==> config.mk <==
export PLATFORM = sky130hd
export DESIGN_NAME = rotary_encoder_button_debouncer
export DESIGN_NICKNAME = d
export VERILOG_FILES = /design/src/sv/rotenc_pkg.sv /design/src/sv/rotenc_cfg.sv /design/src/sv/rotenc_core.sv /design/src/sv/rotary_encoder_button_debouncer.sv
export SDC_FILE = /design/constraint.sdc
export NUM_CORES = 1
export LEC_CHECK = 0
export ABC_AREA = 0
export BUFFER_PORTS_ARGS = -buffer_cell sky130_fd_sc_hd__buf_2
export CORE_UTILIZATION = 24
export DETAILED_ROUTE_END_ITERATION = 12
export PLACE_DENSITY = 0.47
export SLEW_MARGIN = 20
export SYNTH_ARGS = -nofsm -noshare
export SYNTH_HDL_FRONTEND = slang
export SYNTH_SLANG_ARGS = --single-unit
export TNS_END_PERCENT = 20
==> constraint.sdc <==
create_clock -name clk -period 9.7 [get_ports clk]
set_input_delay 0.97 -clock clk [delete_from_list [all_inputs] [get_ports clk]]
set_output_delay 0.97 -clock clk [all_outputs]
set_load 0.005 [all_outputs]
==> src/sv/rotenc_pkg.sv <==
package rotenc_pkg;

	localparam int unsigned CFG_IDX_W  = 3;
	localparam int unsigned CFG_DATA_W = 16;

	// register reset values
	localparam logic [7:0]  SHORT_LIM_RST  = 8'd1;
	localparam logic [7:0]  LONG_LIM_RST   = 8'd1;
	localparam logic [7:0]  DEB_LIM_RST    = 8'd7;
	localparam logic [15:0] LONG_PRESS_RST = 16'd10000;

	typedef enum logic [CFG_IDX_W-1:0] {
		REG_POS_LOW    = 3'd0,
		REG_POS_HIGH   = 3'd1,
		REG_POS_START  = 3'd2,
		REG_SHORT_LIM  = 3'd3,
		REG_LONG_LIM   = 3'd4,
		REG_DEB_LIM    = 3'd5,
		REG_LONG_PRESS = 3'd6
	} reg_idx_t;

	typedef struct packed {
		logic signed [15:0] pos_low;
		logic signed [15:0] pos_high;
		logic [7:0]         short_lim;
		logic [7:0]         long_lim;
		logic [7:0]         deb_lim;
		logic [15:0]        long_press_lim;
	} cfg_t;

	typedef struct packed {
		logic               load;
		logic signed [15:0] value;
	} pos_load_t;

	typedef struct packed {
		logic pin_a;
		logic pin_b;
		logic button;
	} pins_t;

	typedef struct packed {
		logic signed [15:0] position;
		logic [7:0]         short_count;
		logic [7:0]         long_count;
	} result_t;

	// wraps to zero once the limit is reached
	function automatic logic [7:0] cycle_count(input logic [7:0] c, input logic [7:0] lim);
		return (c < lim) ? c + 8'd1 : 8'd0;
	endfunction

endpackage

==> src/sv/rotenc_cfg.sv <==
module rotenc_cfg (
	input  logic                                 clk,
	input  logic                                 arst_n,
	input  logic                                 we,
	input  logic [rotenc_pkg::CFG_IDX_W-1:0]     index,
	input  logic [rotenc_pkg::CFG_DATA_W-1:0]    data,
	output rotenc_pkg::cfg_t                     cfg,
	output rotenc_pkg::pos_load_t                pos_load
);
	import rotenc_pkg::*;

	cfg_t cfg_q;

	always_ff @(posedge clk or negedge arst_n) begin
		if (!arst_n) begin
			cfg_q.pos_low        <= '0;
			cfg_q.pos_high       <= '0;
			cfg_q.short_lim      <= SHORT_LIM_RST;
			cfg_q.long_lim       <= LONG_LIM_RST;
			cfg_q.deb_lim        <= DEB_LIM_RST;
			cfg_q.long_press_lim <= LONG_PRESS_RST;
		end else if (we) begin
			case (reg_idx_t'(index))
				REG_POS_LOW:    cfg_q.pos_low        <= $signed(data);
				REG_POS_HIGH:   cfg_q.pos_high       <= $signed(data);
				REG_SHORT_LIM:  cfg_q.short_lim      <= data[7:0];
				REG_LONG_LIM:   cfg_q.long_lim       <= data[7:0];
				REG_DEB_LIM:    cfg_q.deb_lim        <= data[7:0];
				REG_LONG_PRESS: cfg_q.long_press_lim <= data;
				default: ;
			endcase
		end
	end

	assign cfg = cfg_q;

	// start value goes straight into the position counter
	assign pos_load.load  = we && (reg_idx_t'(index) == REG_POS_START);
	assign pos_load.value = $signed(data);

endmodule

==> src/sv/rotenc_core.sv <==
module rotenc_core (
	input  logic                  clk,
	input  logic                  arst_n,
	input  logic                  step,
	input  rotenc_pkg::pins_t     pins,
	input  rotenc_pkg::cfg_t      cfg,
	input  rotenc_pkg::pos_load_t pos_load,
	output rotenc_pkg::result_t   nxt
);
	import rotenc_pkg::*;

	logic [7:0]         rot_q;
	logic [15:0]        btn_q;
	logic               press_q;
	logic               long_q;
	logic signed [15:0] pos_q;
	logic [7:0]         sc_q;
	logic [7:0]         lc_q;

	logic [7:0]         rot_n;
	logic [15:0]        btn_n;
	logic               press_n;
	logic               long_n;
	logic signed [15:0] pos_n;
	logic [7:0]         sc_n;
	logic [7:0]         lc_n;
	logic               rot_hit;
	logic               long_hit;
	logic               short_hit;

	// rotation integrator
	always_comb begin
		rot_n = rot_q;
		if (!pins.pin_a && (rot_q < cfg.deb_lim))
			rot_n = rot_q + 8'd1;
		else if (rot_q != 8'd0)
			rot_n = rot_q - 8'd1;
	end

	// button integrator, release clamps to the debounce ceiling first
	always_comb begin
		btn_n = btn_q;
		if (!pins.button && (btn_q < cfg.long_press_lim))
			btn_n = btn_q + 16'd1;
		else if (btn_q != 16'd0) begin
			if (btn_q > {8'd0, cfg.deb_lim})
				btn_n = {8'd0, cfg.deb_lim};
			else
				btn_n = btn_q - 16'd1;
		end
	end

	// x > lim - 2 written as x + 2 > lim, one bit wider
	assign rot_hit   = ({1'b0, rot_n} + 9'd2) > {1'b0, cfg.deb_lim};
	assign long_hit  = ({1'b0, btn_n} + 17'd2) > {1'b0, cfg.long_press_lim};
	assign short_hit = ({1'b0, btn_n} + 17'd2) > {9'd0, cfg.deb_lim};

	always_comb begin
		press_n = press_q;
		long_n  = long_q;
		pos_n   = pos_q;
		sc_n    = sc_q;
		lc_n    = lc_q;
		if (rot_hit && !press_n) begin
			press_n = 1'b1;
			if (!pins.pin_b && (pos_q < cfg.pos_high))
				pos_n = pos_q + 16'sd1;
			else if (pins.pin_b && (pos_q > cfg.pos_low))
				pos_n = pos_q - 16'sd1;
		end
		if ((rot_n == 8'd0) && (btn_n == 16'd0)) begin
			press_n = 1'b0;
			long_n  = 1'b0;
		end
		if (long_hit && !long_n) begin
			long_n = 1'b1;
			lc_n   = cycle_count(lc_q, cfg.long_lim);
			sc_n   = 8'd0;
		end
		if (short_hit && !press_n) begin
			press_n = 1'b1;
			sc_n    = cycle_count(sc_n, cfg.short_lim);
		end
	end

	always_ff @(posedge clk or negedge arst_n) begin
		if (!arst_n) begin
			rot_q   <= '0;
			btn_q   <= '0;
			press_q <= 1'b0;
			long_q  <= 1'b0;
			sc_q    <= '0;
			lc_q    <= '0;
		end else if (step) begin
			rot_q   <= rot_n;
			btn_q   <= btn_n;
			press_q <= press_n;
			long_q  <= long_n;
			sc_q    <= sc_n;
			lc_q    <= lc_n;
		end
	end

	always_ff @(posedge clk or negedge arst_n) begin
		if (!arst_n)
			pos_q <= '0;
		else if (pos_load.load)
			pos_q <= pos_load.value;
		else if (step)
			pos_q <= pos_n;
	end

	assign nxt.position    = pos_n;
	assign nxt.short_count = sc_n;
	assign nxt.long_count  = lc_n;

endmodule

==> src/sv/rotary_encoder_button_debouncer.sv <==
// pipeline: an accepted item is registered in stage 1, and its state update and result
// are registered in stage 2 when the result register is free or being emptied
// throughput: one item per cycle while the output is not stalled; the state update is a
// single short pass between the stage-1 input register and the stage-2 result register
// reset: asynchronous, active low; integrators, latches and counters clear,
// position goes to zero and the registers return to their defaults
module rotary_encoder_button_debouncer (
	input  logic                              clk,
	input  logic                              arst_n,
	// tick input
	input  logic                              in_valid,
	output logic                              in_ready,
	input  logic                              pin_a_level,
	input  logic                              pin_b_level,
	input  logic                              button_level,
	// result output
	output logic                              out_valid,
	input  logic                              out_ready,
	output logic signed [15:0]                position,
	output logic [7:0]                        short_count,
	output logic [7:0]                        long_count,
	// register writes
	input  logic                              cfg_we,
	input  logic [rotenc_pkg::CFG_IDX_W-1:0]  cfg_index,
	input  logic [rotenc_pkg::CFG_DATA_W-1:0] cfg_data
);
	import rotenc_pkg::*;

	cfg_t      cfg;
	pos_load_t pos_load;
	result_t   nxt;

	logic    valid_s1;
	pins_t   pins_s1;
	logic    valid_s2;
	result_t result_s2;
	logic    advance;

	// register file, also raises the position load strobe
	rotenc_cfg u_cfg (
		.clk      (clk),
		.arst_n   (arst_n),
		.we       (cfg_we),
		.index    (cfg_index),
		.data     (cfg_data),
		.cfg      (cfg),
		.pos_load (pos_load)
	);

	// the stage-1 item moves on when the result register is free or being emptied;
	// the state commits in the same cycle so the next item sees it at once
	assign advance  = valid_s1 && (!valid_s2 || out_ready);
	assign in_ready = !valid_s1 || advance;

	// stage 1: accepted pin levels
	always_ff @(posedge clk or negedge arst_n) begin
		if (!arst_n)
			valid_s1 <= 1'b0;
		else if (in_ready)
			valid_s1 <= in_valid;
	end

	always_ff @(posedge clk) begin
		if (in_valid && in_ready) begin
			pins_s1.pin_a  <= pin_a_level;
			pins_s1.pin_b  <= pin_b_level;
			pins_s1.button <= button_level;
		end
	end

	// integrators, latches, position and press counters
	rotenc_core u_core (
		.clk      (clk),
		.arst_n   (arst_n),
		.step     (advance),
		.pins     (pins_s1),
		.cfg      (cfg),
		.pos_load (pos_load),
		.nxt      (nxt)
	);

	// stage 2: result held until taken
	always_ff @(posedge clk or negedge arst_n) begin
		if (!arst_n)
			valid_s2 <= 1'b0;
		else if (advance)
			valid_s2 <= 1'b1;
		else if (out_ready)
			valid_s2 <= 1'b0;
	end

	always_ff @(posedge clk) begin
		if (advance)
			result_s2 <= nxt;
	end

	assign out_valid   = valid_s2;
	assign position    = result_s2.position;
	assign short_count = result_s2.short_count;
	assign long_count  = result_s2.long_count;

	// a stalled stage-1 item must stay put
	assert property (@(posedge clk) disable iff (!arst_n)
		(valid_s1 && valid_s2 && !out_ready) |=> (valid_s1 && $stable(pins_s1)))
		else $error("stage-1 item lost or changed during output stall");

	// every committed state update must produce a result
	assert property (@(posedge clk) disable iff (!arst_n)
		advance |=> valid_s2)
		else $error("state update without a result");

	// an accepted item must land in stage 1
	assert property (@(posedge clk) disable iff (!arst_n)
		(in_valid && in_ready) |=> valid_s1)
		else $error("accepted item not captured");

endmodule
# == Yosys cells after proc, flatten, opt, wreduce, memory -nomap -nowiden ==
# Cells that the tools add are included.
# op_classes
n_addsub,10
n_lt_le_gt_ge,10
eq_ne,6
mux,22
reduce_logical,34
# op_table
op,count
16-bit two-way mux,8
8-bit two-way mux,7
16-bit < comparator,2
"8-bit by 1-bit adder with 8-bit output, second input constant",3
8-bit < comparator,3
"16-bit by 2-bit adder with 17-bit output, second input constant",1
17-bit by 16-bit greater-than comparator with 1-bit output,1
17-bit by 8-bit greater-than comparator with 1-bit output,1
"16-bit by 1-bit adder with 16-bit output, second input constant",1
"16-bit by 2-bit adder with 16-bit output, second input constant",1
16-bit greater-than comparator,1
16-bit by 8-bit greater-than comparator with 1-bit output,1
16-bit logical NOT,1
16-bit nonzero test,1
"16-bit by 1-bit subtractor with 16-bit output, second input constant",1
"16-bit by 2-bit subtractor with 16-bit output, second input constant",1
2-bit AND reduction,6
1-bit logical AND,11
"8-bit by 2-bit adder with 9-bit output, second input constant",1
"3-bit == test, second input constant",3
9-bit by 8-bit greater-than comparator with 1-bit output,1
1-bit logical NOT,8
8-bit logical NOT,1
8-bit nonzero test,1
other kinds (7),16
# totals
ff_bits,167
in_bits,27
output_inout_bits,34
wordCells,103

# == Longest topological paths before layout ==
# logic_depth
word_depth,13
depth_mapped,41
mapped_depth_nobuf,35

# == Hierarchy ==
# A second synthesis with hierarchy kept.
# unflattened
hier_cells,1375
area_unflattened_um2,12761.0
# by_module_without_submodules
module,n_inst,cells_per_inst,area_per_inst_um2,seq_area_each_um2
rotenc_core,1,1156,8673.3,1451.4
rotenc_cfg,1,176,2932.8,1814.2
rotary_encoder_button_debouncer,1,43,1154.9,1101.1

# == Least setup slack after synthesis ==
# OpenSTA, ideal clock, no wires.
# synth_timing
path_kind,reg2reg
from,"register u_cfg.cfg_q, in the netlist u_cfg.cfg[10]"
to,"register result_s2, in the netlist short_count[7], data pin"
setup_time_ns,0.145
t_arrival_ns,6.571
t_required_ns,9.555
path_slack_ns,2.985
stages_incl_launch_ff,39
path_buffers,5
synth_period_minus_slack_ns,6.715
path_cell_list,dfstp_2 > inv_1 > ha_1 > nand2_1 > nor3_1 > nand3_1 > o2111ai_2 > clkbuf_1 > clkbuf_1 > nand2_1 > nor2_1 > a21oi_1 > inv_1 > ha_1 > clkbuf_1 > nand2_1 > nor2_1 > nand2_1 > (+3 left out) > nand2_1 > o31ai_1 > o21ai_1 > o21ai_1 > buf_2 > buf_2 > nand2_1 > inv_1 > ha_1 > a21oi_1 > nor2b_1 > o21ai_0 > nand2b_1 > a2111oi_0 > nor2_1 > or2_1 > o21a_1 > o21ai_1
# synth_rtl
element,line_no,rtl
start: declaration,rotenc_cfg.sv:12,cfg_t cfg_q;
end signal: assignment,rotary_encoder_button_debouncer.sv:94,result_s2 <= nxt;
end: declaration,rotary_encoder_button_debouncer.sv:36,result_t result_s2;

==> results.md <==
- Port Buffer Count: 60
- Gr ovfl total: 0
- Root buf cell: clkbuf_16
- TritonCTS clock tree: done
- Die height: 227 um
- Clk_skew: 0.0138 ns
- Sequential cell area: 0.00437 mm2
- RR Startpoint: u_cfg.cfg[13]
- End of the critical path: short_count[2]
- Core Region: 0.0501 mm2
- Post-CTS setup repair buffer count: 0
- Async set-reset flop share out of synthesis: 79.0%
- Outcome: finished clean
- VDD IR max: 0.157 mV
- Via density: 4.78
- Syn Area/Cell: 8.98 um2
- Post-Syn Area: 0.0122 mm2
- Setup crit start: u_cfg.cfg[13]
- DRT antenna net count: 0
- CTS resizes: 0
- Synth area leader: dfrtp_1
- FF+latch count, synth: 167
- Insertion delay to the later sink of the worst-skew pair: 0.45 ns
- Cts hold-fix bufs: 0
- DR pass1 iterations: 7
- Unrepaired setup endpoints after global routing: no
- Relative max-transition margin: 31.6%
- PD cells: 265 mW/mm2
- Vias: 9875
- Die Area: 0.0516 mm2
- Detailed placement HPWL: 25.7 mm
- Drt wl/cell: 16.7 um
- Actual slew at the worst max-slew pin: 1.02 ns
- Iter 0 DRT Violations: 768
- Netlist cell types: 88
- Filler cell count: 5431
- Startpoint types: register
- Max Cap Viol: 0
- Drt drc: 0
- CP required: 9.97 ns
- Critical Path AT: 8.71 ns
- Pin count of the biggest net entering global routing: 73
- Die width: 227 um
- Starting density of the core: 24.3%
- Diode count: 0
- Share of post-route cells with drive strength above 1: 14.5%
- Vias in the first global route: 9888
- Design Power: 3.64 mW
- DRT Wirelength: 34.4 mm
- Clock slew at reported path FFs: 0.07 ns
- FF-to-FF End: short_count[2]
- Met2 wire length: 16.3 mm
- Prevailing post-synth register cell: dfrtp_1
- Total CTS buffers: 17
- Hold Fails Final Rpt: 0
- EDFF count, synth: 35
- HP Class: register to register
- R2r worst-path depth: 32
- First-pass GRT wire length: 55.6 mm
- P_leak: 5.78 nW
- Setup tns final: 0 ns
- Crit end category: register
- I/O pins: 61
- WS Path Type: register to register
- Fmax: 118 MHz
- Most numerous cell in the Yosys netlist: nand2_1
- Area of the multi-input gates: 0.00717 mm2
- Hold WS: 0.502 ns
- CTS sink count: 167
- Placed Instances: 2036
- Top cell type's share of synthesized area: 25.1%
- Area Overhead vs Synth: 13.2%
- Site Rows: 82
- CP max stage delay: 0.65 ns
- Met1 WL: 16.3 mm
- Uppermost layer routed: met4
- YS warnings: 0
- GRT Total Usage: 13.9%
- Net count after synthesis: 1500
- Top post-synthesis cells by area: dfrtp_1 (25%), ha_1 (12%), edfxtp_1 (8.6%)
- Tmin final: 8.44 ns
- Largest buffer count on any clock path: 2
- CTS H-tree depth: 4
- Post-Synthesis Cells: 1355
- Final setup vio count: 0
- Final worst-path cycle share: 87.0%
- Count of pins over their slew limit: 0
- Met3 WL: 1.23 mm
- CP max FO: 17
- Non-Filler Instances: 2068
- Final nets: 1528
- Post-synthesis sequential area ratio: 35.9%
- Initial antenna violation count: 0
- Flop-to-flop setup slack: 1.26 ns
- CP max-delay cell: o2111a_1
- RD Place Congestion: 0.887
- Commonest cells in the netlist: nand2_1 (178), dfrtp_1 (122), ha_1 (118), o21ai_0 (106), inv_1 (94)
==> where the power goes <==
group          internal [mW]  total [mW]  switching (mW)
Clock                  0.390       0.720           0.330
Sequential             0.872        1.09           0.215
Combinational          0.753        1.84            1.08
==> final cells by class <==
class	instances	share of cell area (%)
multi-input cells	1027	52.1
flip-flops and latches	167	31.7
well taps	672	6.11
clock buffers	17	3.09
repair buffers	75	3.04
inverters	95	2.59
clock inverters	15	1.35
==> registers in the layout (all words and copies together) (netlist names) <==
signal          count
u_cfg.cfg          72
u_core.press_q      1
short_count         8
valid_s1            1
u_core.sc_q         8
position           16
u_core.long_q       1
u_core.lc_q         8
u_core.pos_q       16
u_core.btn_q       16
long_count          8
u_core.rot_q        8
out_valid           1
pins_s1             3
==> cells in the final DEF, fill, tap and decap left out, types with 10 or more instances in the layout <==
master,n
nand2_1,177
dfrtp_1,122
ha_1,118
o21ai_0,106
inv_1,93
nor2_1,68
buf_2,59
mux2_2,46
a21oi_1,40
nand3_1,38
xnor2_1,37
xor2_1,35
edfxtp_1,35
nand4_1,33
nor3_1,27
a21o_1,27
o21a_1,18
nand2b_1,18
clkbuf_16,17
o21ai_1,16
buf_4,15
nor2b_1,13
and3_1,13
o31ai_1,11
a211oi_1,10
a31oi_1,10
and2_1,10
dfstp_2,10
==> cells by family (layout without fill, tap and decap cells) <==
group | Yosys count | count (layout) | share of synthesized area (%)
compound gates | 316 | 316 | 17.4
xor+xnor | 72 | 72 | 5.18
fa+ha+maj | 118 | 118 | 12.1
buf+inv | 161 | 202 | 5.26
flops | 167 | 167 | 35.9
mux | 54 | 54 | 4.93
simple gates | 467 | 467 | 19.2
==> stage by stage <==
step | setup WS [ns] | utilization (%) | cell area, um2
after floorplan | 2.98 | - | 12200
after global placement | 1.47 | 26.3 | 13200
after detailed placement | 1.35 | 26.3 | 13200
after CTS | 1.33 | 27.5 | 13800
after global routing | 0.341 | 27.5 | 13800
final | 1.26 | 27.5 | 13800
==> worst max-delay path: cells and delay by family, from the launching register on <==
family	cells	cell delay, ns
fa+ha+maj	3	0.87
buf+inv	3	0.45
simple gates	13	2.48
flops	1	0.53
xor+xnor	1	0.14
compound gates	12	3.73
==> worst min path at each step <==
stage,from,end,slack [ns],depth (start not counted)
global placement,u_cfg.cfg[5],u_cfg.cfg[5],0.49,1
finish,u_cfg.cfg[12],u_cfg.cfg[12],0.50,1
CTS,u_cfg.cfg[12],u_cfg.cfg[12],0.51,1
global route,u_cfg.cfg[12],u_cfg.cfg[12],0.51,1
floorplan,valid_s1,out_valid,0.46,1
detailed placement,u_cfg.cfg[12],u_cfg.cfg[12],0.49,1
==> layer usage <==
metal,GRT usage [%],up-vias
met5,0,-
met4,4.29,0
met3,2.22,39
met2,23.1,186
met1,18.4,4732
li1,-,4918
No activity file was read; power rests on OpenSTA's default activity.
